[src/hdl/lsdr_pkg.sv]
// ----------------------------------------------------------------------------
// lsdr_pkg
// Shared types and constants for the LED sparkle, decay and rotate block.
// ----------------------------------------------------------------------------
package lsdr_pkg;

    // One request on the input channel.
    typedef struct packed {
        logic        action;
        logic [31:0] cycle_number;
        logic [15:0] spawn_random;
        logic [15:0] place_random;
        logic [15:0] flash_random;
        logic [15:0] read_index;
    } item_t;

    // One result on the result channel.
    typedef struct packed {
        logic [7:0] red;
        logic [7:0] green_level;
        logic [7:0] blue;
    } result_t;

    // Action codes.
    localparam logic ACT_TICK = 1'b0;
    localparam logic ACT_READ = 1'b1;

    // Configuration register indexes.
    localparam logic [2:0] CFG_PIXELS_IN_USE  = 3'd0;
    localparam logic [2:0] CFG_FLASH_PERIOD   = 3'd1;
    localparam logic [2:0] CFG_SPAWN_PERIOD   = 3'd2;
    localparam logic [2:0] CFG_DECAY_FRACTION = 3'd3;
    localparam logic [2:0] CFG_SHIFT_PERIOD   = 3'd4;

    // Configuration reset values.
    localparam logic [8:0]  RST_PIXELS_IN_USE  = 9'd256;
    localparam logic [15:0] RST_FLASH_PERIOD   = 16'd125;
    localparam logic [15:0] RST_SPAWN_PERIOD   = 16'd10;
    localparam logic [15:0] RST_DECAY_FRACTION = 16'd62259;
    localparam logic [15:0] RST_SHIFT_PERIOD   = 16'd30;

    // Fixed colours, red in the top byte.
    localparam logic [23:0] GREEN_PIXEL  = 24'h00FF00;
    localparam logic [23:0] YELLOW_PIXEL = 24'hFFFF00;

    // Sequencer states.
    typedef enum logic [3:0] {
        ST_CLEAR,
        ST_IDLE,
        ST_TEST,
        ST_POS,
        ST_START,
        ST_SPAWN,
        ST_WALK,
        ST_SHIFT,
        ST_FETCH,
        ST_DELIVER
    } state_t;

    // Source of the data written into the pixel store.
    typedef enum logic [1:0] {
        WR_ZERO,
        WR_GREEN,
        WR_DECAY
    } wr_mode_t;

    // Control from the sequencer to the pixel store.
    typedef struct packed {
        logic     rd_en;
        logic     wr_en;
        wr_mode_t wr_mode;
    } store_ctrl_t;

endpackage

[src/hdl/lsdr_rem_unit.sv]
// ----------------------------------------------------------------------------
// lsdr_rem_unit
// Bit-serial restoring remainder unit: one dividend bit per cycle, 16 or 32.
// ----------------------------------------------------------------------------
module lsdr_rem_unit (
    input  logic        aclk,
    input  logic        aresetn,
    input  logic        start,
    input  logic        short_op,
    input  logic [31:0] dividend,
    input  logic [15:0] divisor,
    output logic        busy,
    output logic        done,
    output logic [15:0] remainder
);
    import lsdr_pkg::*;

    logic        busy_reg;
    logic        done_reg;
    logic [4:0]  cnt_reg;
    logic [31:0] num_reg;
    logic [15:0] div_reg;
    logic [15:0] rem_reg;
    logic [15:0] rem_next;
    logic [16:0] trial;

    // Shift in the next dividend bit and subtract the divisor when it fits.
    always_comb begin
        trial = {rem_reg, num_reg[31]};
        if (trial >= {1'b0, div_reg}) begin
            rem_next = 16'(trial - {1'b0, div_reg});
        end else begin
            rem_next = trial[15:0];
        end
    end

    always_ff @(posedge aclk) begin
        if (!aresetn) begin
            busy_reg <= 1'b0;
            done_reg <= 1'b0;
            cnt_reg  <= '0;
        end else begin
            done_reg <= 1'b0;
            if (start) begin
                busy_reg <= 1'b1;
                cnt_reg  <= short_op ? 5'd15 : 5'd31;
            end else if (busy_reg) begin
                cnt_reg <= cnt_reg - 5'd1;
                if (cnt_reg == '0) begin
                    busy_reg <= 1'b0;
                    done_reg <= 1'b1;
                end
            end
        end
    end

    always_ff @(posedge aclk) begin
        if (start) begin
            num_reg <= short_op ? {dividend[15:0], 16'h0000} : dividend;
            div_reg <= divisor;
            rem_reg <= '0;
        end else if (busy_reg) begin
            num_reg <= {num_reg[30:0], 1'b0};
            rem_reg <= rem_next;
        end
    end

    assign busy      = busy_reg;
    assign done      = done_reg;
    assign remainder = rem_reg;

endmodule

[config.mk]
export PLATFORM = sky130hd
export DESIGN_NAME = lsdr_rem_unit
export DESIGN_NICKNAME = d
export VERILOG_FILES = /design/src/hdl/lsdr_pkg.sv /design/src/hdl/lsdr_rem_unit.sv
export SDC_FILE = /design/constraint.sdc
export NUM_CORES = 1
export LEC_CHECK = 0
export BUFFER_PORTS_ARGS = -buffer_cell sky130_fd_sc_hd__buf_2
export CAP_MARGIN = 30
export CORE_ASPECT_RATIO = 0.5
export CORE_MARGIN = 2
export CORE_UTILIZATION = 56
export CTS_CLUSTER_DIAMETER = 150
export CTS_CLUSTER_SIZE = 30
export DETAILED_ROUTE_END_ITERATION = 6
export HOLD_SLACK_MARGIN = 0.1
export PLACE_DENSITY = 0.82
export SLEW_MARGIN = 20
export SYNTH_ARGS = -nofsm -noshare
export SYNTH_HDL_FRONTEND = slang
export SYNTH_SLANG_ARGS = --single-unit
[constraint.sdc]
create_clock -name aclk -period 2.74 [get_ports aclk]
set_input_delay 0.548 -clock aclk [delete_from_list [all_inputs] [get_ports aclk]]
set_output_delay 0.548 -clock aclk [all_outputs]
set_load 0.05 [all_outputs]
==> results.sh, run 1 <==
export IMPL_htree_levels=3
export IMPL_row_count=21
export IMPL_drive_gt1_share_pct=21.8
export IMPL_ys_warn_count=0
export IMPL_synth_seq_area_share_pct=47.5
export IMPL_grt_max_degree=70
export IMPL_cts_root_buf="clkbuf_16"
export IMPL_ys_async_sr_fraction_pct=0
export IMPL_syn_nets=480
export IMPL_dpl_worst_slack_ns=0.178
export IMPL_yosys_cell_types_count=57
export IMPL_ios=70
export IMPL_syn_area_per_cell_um2=9.79
export IMPL_worstMarginPinSlew_ns=0.700
export IMPL_cp_slowest_cell="or3b_4"
export IMPL_fin_crit_sh_pct=94.5
export IMPL_dieArea_mm2=0.00788
export IMPL_dpl_hpwl_um=5940
export IMPL_nets=552
export IMPL_core_area_mm2=0.00681
export IMPL_total_power_mw=2.90
export IMPL_rsz0062_at_grt="no"
export IMPL_min_path_type="input port to flop"
export IMPL_layout_commonest_cell="buf_2"
export IMPL_max_freq_mhz=386
export IMPL_critPathLaunchType="flop"
export IMPL_final_setup_viol_count=0
export IMPL_drtIter0Drc=253
export IMPL_drv_cap=0
export IMPL_io_buffers=69
export IMPL_cpPeakStageDelay_ns=0.39
export IMPL_largest_reg_flops=32
export IMPL_viasPerCell=5.71
export IMPL_synth_area_leaders="edfxtp_1 36%, dfxtp_1 12%, ha_1 5.6%"
export IMPL_detail_route_antenna_nets=0
export IMPL_p_leak_nw=2.16
export IMPL_wl_per_cell_um=15.0
export IMPL_grt_overflow=0
export IMPL_worstPathRequired_ns=2.96
export IMPL_grt_pass1_wl_um=14400
export IMPL_clockBufferDepth=2
export IMPL_max_slew_margin_rel_pct=53.3
export IMPL_vias=3303
export IMPL_critPathArrivalTime_ns=2.81
export IMPL_final_cell_mix="69 x buf_2, 48 x edfxtp_1, 45 x nor2_1"
export IMPL_first_global_vias=3129
export IMPL_crit_chain="inv_1, ha_1, a21o_1, or3b_4, a21oi_4, a211oi_4, or2_1, buf_4, a311o_1"
export IMPL_critPathMaxFanout=6
export IMPL_p_per_area_mw_per_mm2=609
export IMPL_final_setup_tns_ns=0
export IMPL_min_period_ns=2.59
export IMPL_hold_viol=0
export IMPL_synth_top_cell_by_area="edfxtp_1"
export IMPL_crit_type="flop to flop"
export IMPL_cts_setup_buffers=0
export IMPL_final_util_pct=69.9
export IMPL_yosysTopAreaCellShare_pct=36.0
export IMPL_die_x_um=124
export IMPL_path_clk_slew_ns=0.06
export IMPL_netlist_instances=409
export IMPL_clock_sinks=71
export IMPL_cts_hold_buf=0
export IMPL_ys_ff_latch=71
export IMPL_nFillCells=541
export IMPL_routed_wl_um=8640
export IMPL_die_y_um=63.8
export IMPL_ys_flop_type="edfxtp_1"
export IMPL_status="finished clean"
export IMPL_synth_edf_count=48
export IMPL_syn_to_final_growth_pct=18.9
export IMPL_cts_buffers=9
export IMPL_antenna_found_initial=0
export IMPL_gp_congestion=0.915
export IMPL_cts_repair_resize_count=0
export IMPL_timing_final_ws_setup_ns=0.150
export IMPL_syn_area_mm2=0.00400
export IMPL_antenna_cells=0
export IMPL_cts_tree="yes"
export IMPL_insertion_delay_ns=0.33
export IMPL_drtPass1Iterations=4
export IMPL_finalClockSkew_ns=0.00491
export IMPL_vdd_ir_drop_max_uv=345
export IMPL_slew_violations=0
export IMPL_start_util_pct=58.8
export IMPL_cp_end_kind="flop"
export IMPL_grt_usage_pct=23.6
export IMPL_drc=0
-- synth_stat cells (all sizes together) (2+ instances only) --
cell,count
xnor2,7
nor3,6
a31oi,2
nor2,45
a21oi,31
nor4,3
nand2b,4
o2111ai,4
nand2,38
a211o,5
or2,2
edfxtp,48
nand4,3
and3,2
o31ai,3
o311a,4
inv,40
a31o,3
mux2i,19
xor2,6
clkbuf,16
and2,3
a21o,8
a221o,2
dfxtp,23
buf,6
o21ai,21
o221ai,2
o21a,5
ha,18
o211ai,10
-- worst max-delay path: cells and delay by family, from the launching register on --
kind                       cells  cell delay (ns)
AOI/OAI and AO/OA              4             0.82
buffers and inverters          2             0.26
adders and majority gates      1             0.36
DFF                            1             0.33
and+or+nand+nor                2             0.71
-- layer usage --
layer	vias up	GRT usage, %	wire length, um	part of all wire, %
met2	112	37.8	4140	48
met4	0	7.81	112	1.3
met3	15	6.07	530	6.1
met5	-	0	0	0
met1	1562	31.4	3860	45
li1	1614	-	-	-
-- metrics by stage --
stage | area (um^2) | hold slack [ns] | instances
detailed placement | 4470 | 0.503 | 562
CTS | 4760 | 0.375 | 578
global route | 4760 | 0.379 | 578
global placement | 4470 | 0.489 | 562
floorplan | 4000 | 0.520 | 409
finish | 4760 | 0.384 | 578
-- worst paths after layout --
kind / cells past startpoint / to / from / slack (ns)
worst max-delay path: 9 / remainder[1]$_SDFFE_PP0P_ / div_reg[10]$_DFFE_PP_ / 0.15
worst min register to register: 2 / remainder[13]$_SDFFE_PP0P_ / remainder[13]$_SDFFE_PP0P_ / 0.51
worst max register to register: 9 / remainder[1]$_SDFFE_PP0P_ / div_reg[10]$_DFFE_PP_ / 0.15
worst min-delay path: 1 / div_reg[5]$_DFFE_PP_ / divisor[5] / 0.38
-- report_power, final --
part	leakage (nW)	switching, mW	internal, mW
registers	0.670	0.0371	1.25
logic	1.35	0.292	0.193
clock network	0.134	0.430	0.699
-- cells by family (layout without fill, tap and decap cells) --
kind of cell | after synthesis | after routing | synth area share, %
and+or+nand+nor | 113 | 113 | 12.6
AOI/OAI and AO/OA | 112 | 112 | 19.9
DFF | 71 | 71 | 47.5
buffers and inverters | 62 | 139 | 6.28
adders and majority gates | 19 | 19 | 6.13
muxes | 19 | 19 | 4.75
xor gates and xnor gates | 13 | 13 | 2.84
-- layout make-up --
type | count | area (um^2) | area share, %
Sequential cell | 71 | 1900 | 40.0
Multi-Input combinational cell | 276 | 1850 | 38.9
Timing Repair Buffer | 83 | 450 | 9.46
Clock buffer | 10 | 229 | 4.81
Inverter | 40 | 150 | 3.15
Tap cell | 92 | 115 | 2.42
Clock inverter | 6 | 61.3 | 1.29
(Power assumes the default switching activity.)
==> run 2, diff against run 1 <==
--- a/config.mk
+++ b/config.mk
@@ -7,7 +7,7 @@
 export LEC_CHECK = 0
 export BUFFER_PORTS_ARGS = -buffer_cell sky130_fd_sc_hd__buf_2
 export CAP_MARGIN = 30
-export CORE_ASPECT_RATIO = 0.5
+export CORE_ASPECT_RATIO = 1.1
 export CORE_MARGIN = 2
 export CORE_UTILIZATION = 56
 export CTS_CLUSTER_DIAMETER = 150
==> run 2 against run 1 <==
Critical path depth is the same; non-clock buffer count fell by 1; wire length is 2.2% higher; die area is 0.51% lower; core utilization down 3.3 points.
==> results.sh, run 2 (synthesis results as in run 1) <==
export IMPL_status="finished clean"
export IMPL_min_path_type="input port to flop"
export IMPL_io_buffers=69
export IMPL_first_global_vias=3286
export IMPL_antenna_cells=0
export IMPL_vias=3292
export IMPL_grt_overflow=0
export IMPL_cpPeakStageDelay_ns=0.39
export IMPL_rsz0062_at_grt="no"
export IMPL_start_util_pct=57.5
export IMPL_largest_reg_flops=32
export IMPL_gp_congestion=0.898
export IMPL_critPathMaxFanout=14
export IMPL_cts_repair_resize_count=0
export IMPL_grt_usage_pct=23.8
export IMPL_dpl_hpwl_um=6460
export IMPL_htree_levels=3
export IMPL_antenna_found_initial=0
export IMPL_p_int_mw=1.86
export IMPL_row_count=32
export IMPL_min_path_cells=1
export IMPL_multiInputGateArea_mm2=0.00185
export IMPL_die_x_um=84.6
export IMPL_crit_type="flop to flop"
export IMPL_p_seq_share_pct=49.2
export IMPL_routed_wl_um=8840
export IMPL_vdd_ir_drop_max_uv=378
export IMPL_stdcell_area_mm2=0.00464
export IMPL_register_area_mm2=0.00190
export IMPL_grt_max_degree=33
export IMPL_detail_route_antenna_nets=0
export IMPL_critPathArrivalTime_ns=2.81
export IMPL_clockBufferDepth=2
export IMPL_cts_tree="yes"
export IMPL_p_leak_nw=2.11
export IMPL_final_setup_tns_ns=0
export IMPL_nFillCells=577
export IMPL_switchingPower_mw=0.745
export IMPL_clock_sinks=71
export IMPL_nets=551
export IMPL_max_freq_mhz=390
export IMPL_cts_buffers=9
export IMPL_cts_hold_buf=0
export IMPL_drtPass1Iterations=6
export IMPL_core_area_mm2=0.00697
export IMPL_drc=0
export IMPL_dieArea_mm2=0.00784
export IMPL_worstMarginPinSlew_ns=0.520
export IMPL_die_y_um=92.7
export IMPL_path_clk_slew_ns=0.08
export IMPL_drive_gt1_share_pct=21.4
export IMPL_drv_cap=0
export IMPL_layout_commonest_cell="buf_2"
export IMPL_drtIter0Drc=250
export IMPL_postPlaceCellArea_mm2=0.00445
export IMPL_min_period_ns=2.57
export IMPL_max_slew_margin_rel_pct=65.3
export IMPL_cp_slowest_cell="a311oi_2"
export IMPL_crit_chain="inv_1, ha_1, a21oi_1, o21ai_1, a311oi_2, a211oi_4, or2_1, buf_4, a311o_1"
export IMPL_critPathLaunchType="flop"
export IMPL_insertion_delay_ns=0.35
export IMPL_hold_viol=0
export IMPL_final_cell_mix="69 x buf_2, 48 x edfxtp_1, 45 x nor2_1"
export IMPL_p_sw_share_pct=28.6
export IMPL_power_frac_clock_pct=32.3
export IMPL_rr_worst_depth=9
export IMPL_fin_crit_sh_pct=93.7
export IMPL_syn_to_final_growth_pct=15.9
export IMPL_cts_root_buf="clkbuf_8"
export IMPL_grt_pass1_wl_um=14900
export IMPL_wl_per_cell_um=15.5
export IMPL_viasPerCell=5.78
export IMPL_p_comb_share_pct=18.5
export IMPL_finalClockSkew_ns=0.00913
export IMPL_slew_violations=0
export IMPL_p_per_area_mw_per_mm2=562
export IMPL_ios=70
export IMPL_final_setup_viol_count=0
export IMPL_worstPathRequired_ns=2.99
export IMPL_cts_setup_buffers=0
export IMPL_cp_end_kind="flop"
==> run 2: changes by cell type in the layout (fill, tap and decap cells not counted), sizes merged <==
cell / before / now
buf: 83 / 82
inv: 40 / 41
clkinv: 3 / 1
clkbuf: 10 / 12
clkinvlp: 2 / 1
==> run 2: layer usage <==
layer	part of all wire [%]	global-route usage, %	vias to the layer above
met3	6.5	5.70	15
li1	-	-	1612
met1	42	29.5	1557
met5	0	0	-
met2	49	40.3	108
met4	1.5	8.99	0
==> run 2: final timing paths <==
| kind | start | to | slack (ns) |
|---|---|---|---|
| max | div_reg[8]$_DFFE_PP_ | remainder[1]$_SDFFE_PP0P_ | 0.17 |
| max reg2reg | div_reg[8]$_DFFE_PP_ | remainder[1]$_SDFFE_PP0P_ | 0.17 |
| min reg2reg | remainder[2]$_SDFFE_PP0P_ | remainder[3]$_SDFFE_PP0P_ | 0.52 |
| min | divisor[14] | div_reg[14]$_DFFE_PP_ | 0.36 |
==> run 2: power groups by stage <==
stage | logic [mW] | clock network (mW) | registers [mW]
after floorplan | 0.309 | 0 | 1.33
after global placement | 0.465 | 0 | 1.31
after detailed placement | 0.478 | 0 | 1.31
after CTS | 0.482 | 0.853 | 1.28
after global routing | 0.536 | 0.895 | 1.29
final | 0.483 | 0.842 | 1.28
==> run 2: metrics by stage <==
step / hold slack (ns) / instances / total power, mW / worst slack (ns) / utilization (%)
3_5_place_dp: 0.516 / 554 / 1.79 / 0.199 / 63.9
5_1_grt: 0.350 / 570 / 2.72 / 0.0435 / 66.6
2_1_floorplan: 0.520 / 409 / 1.64 / 0.0158 / -
3_3_place_gp: 0.494 / 554 / 1.77 / 0.257 / 63.9
4_1_cts: 0.354 / 570 / 2.62 / 0.186 / 66.6
6_report: 0.364 / 570 / 2.61 / 0.174 / 66.6
==> run 2: final cells by class <==
cell class / instances / share of cell area [%]
well taps: 85 / 2.29
multi-input cells: 276 / 39.8
flip-flops and latches: 71 / 41.0
repair buffers: 82 / 9.54
inverters: 40 / 3.24
clock inverters: 4 / 1.19
clock buffers: 12 / 2.91
==> run 2: worst max-delay path: cells and delay by family (launching register included) <==
family	cells	cell delay (ns)
AOI/OAI and AO/OA	5	1.30
adders and majority gates	1	0.30
buffers and inverters	2	0.28
DFF	1	0.36
and+or+nand+nor	1	0.23
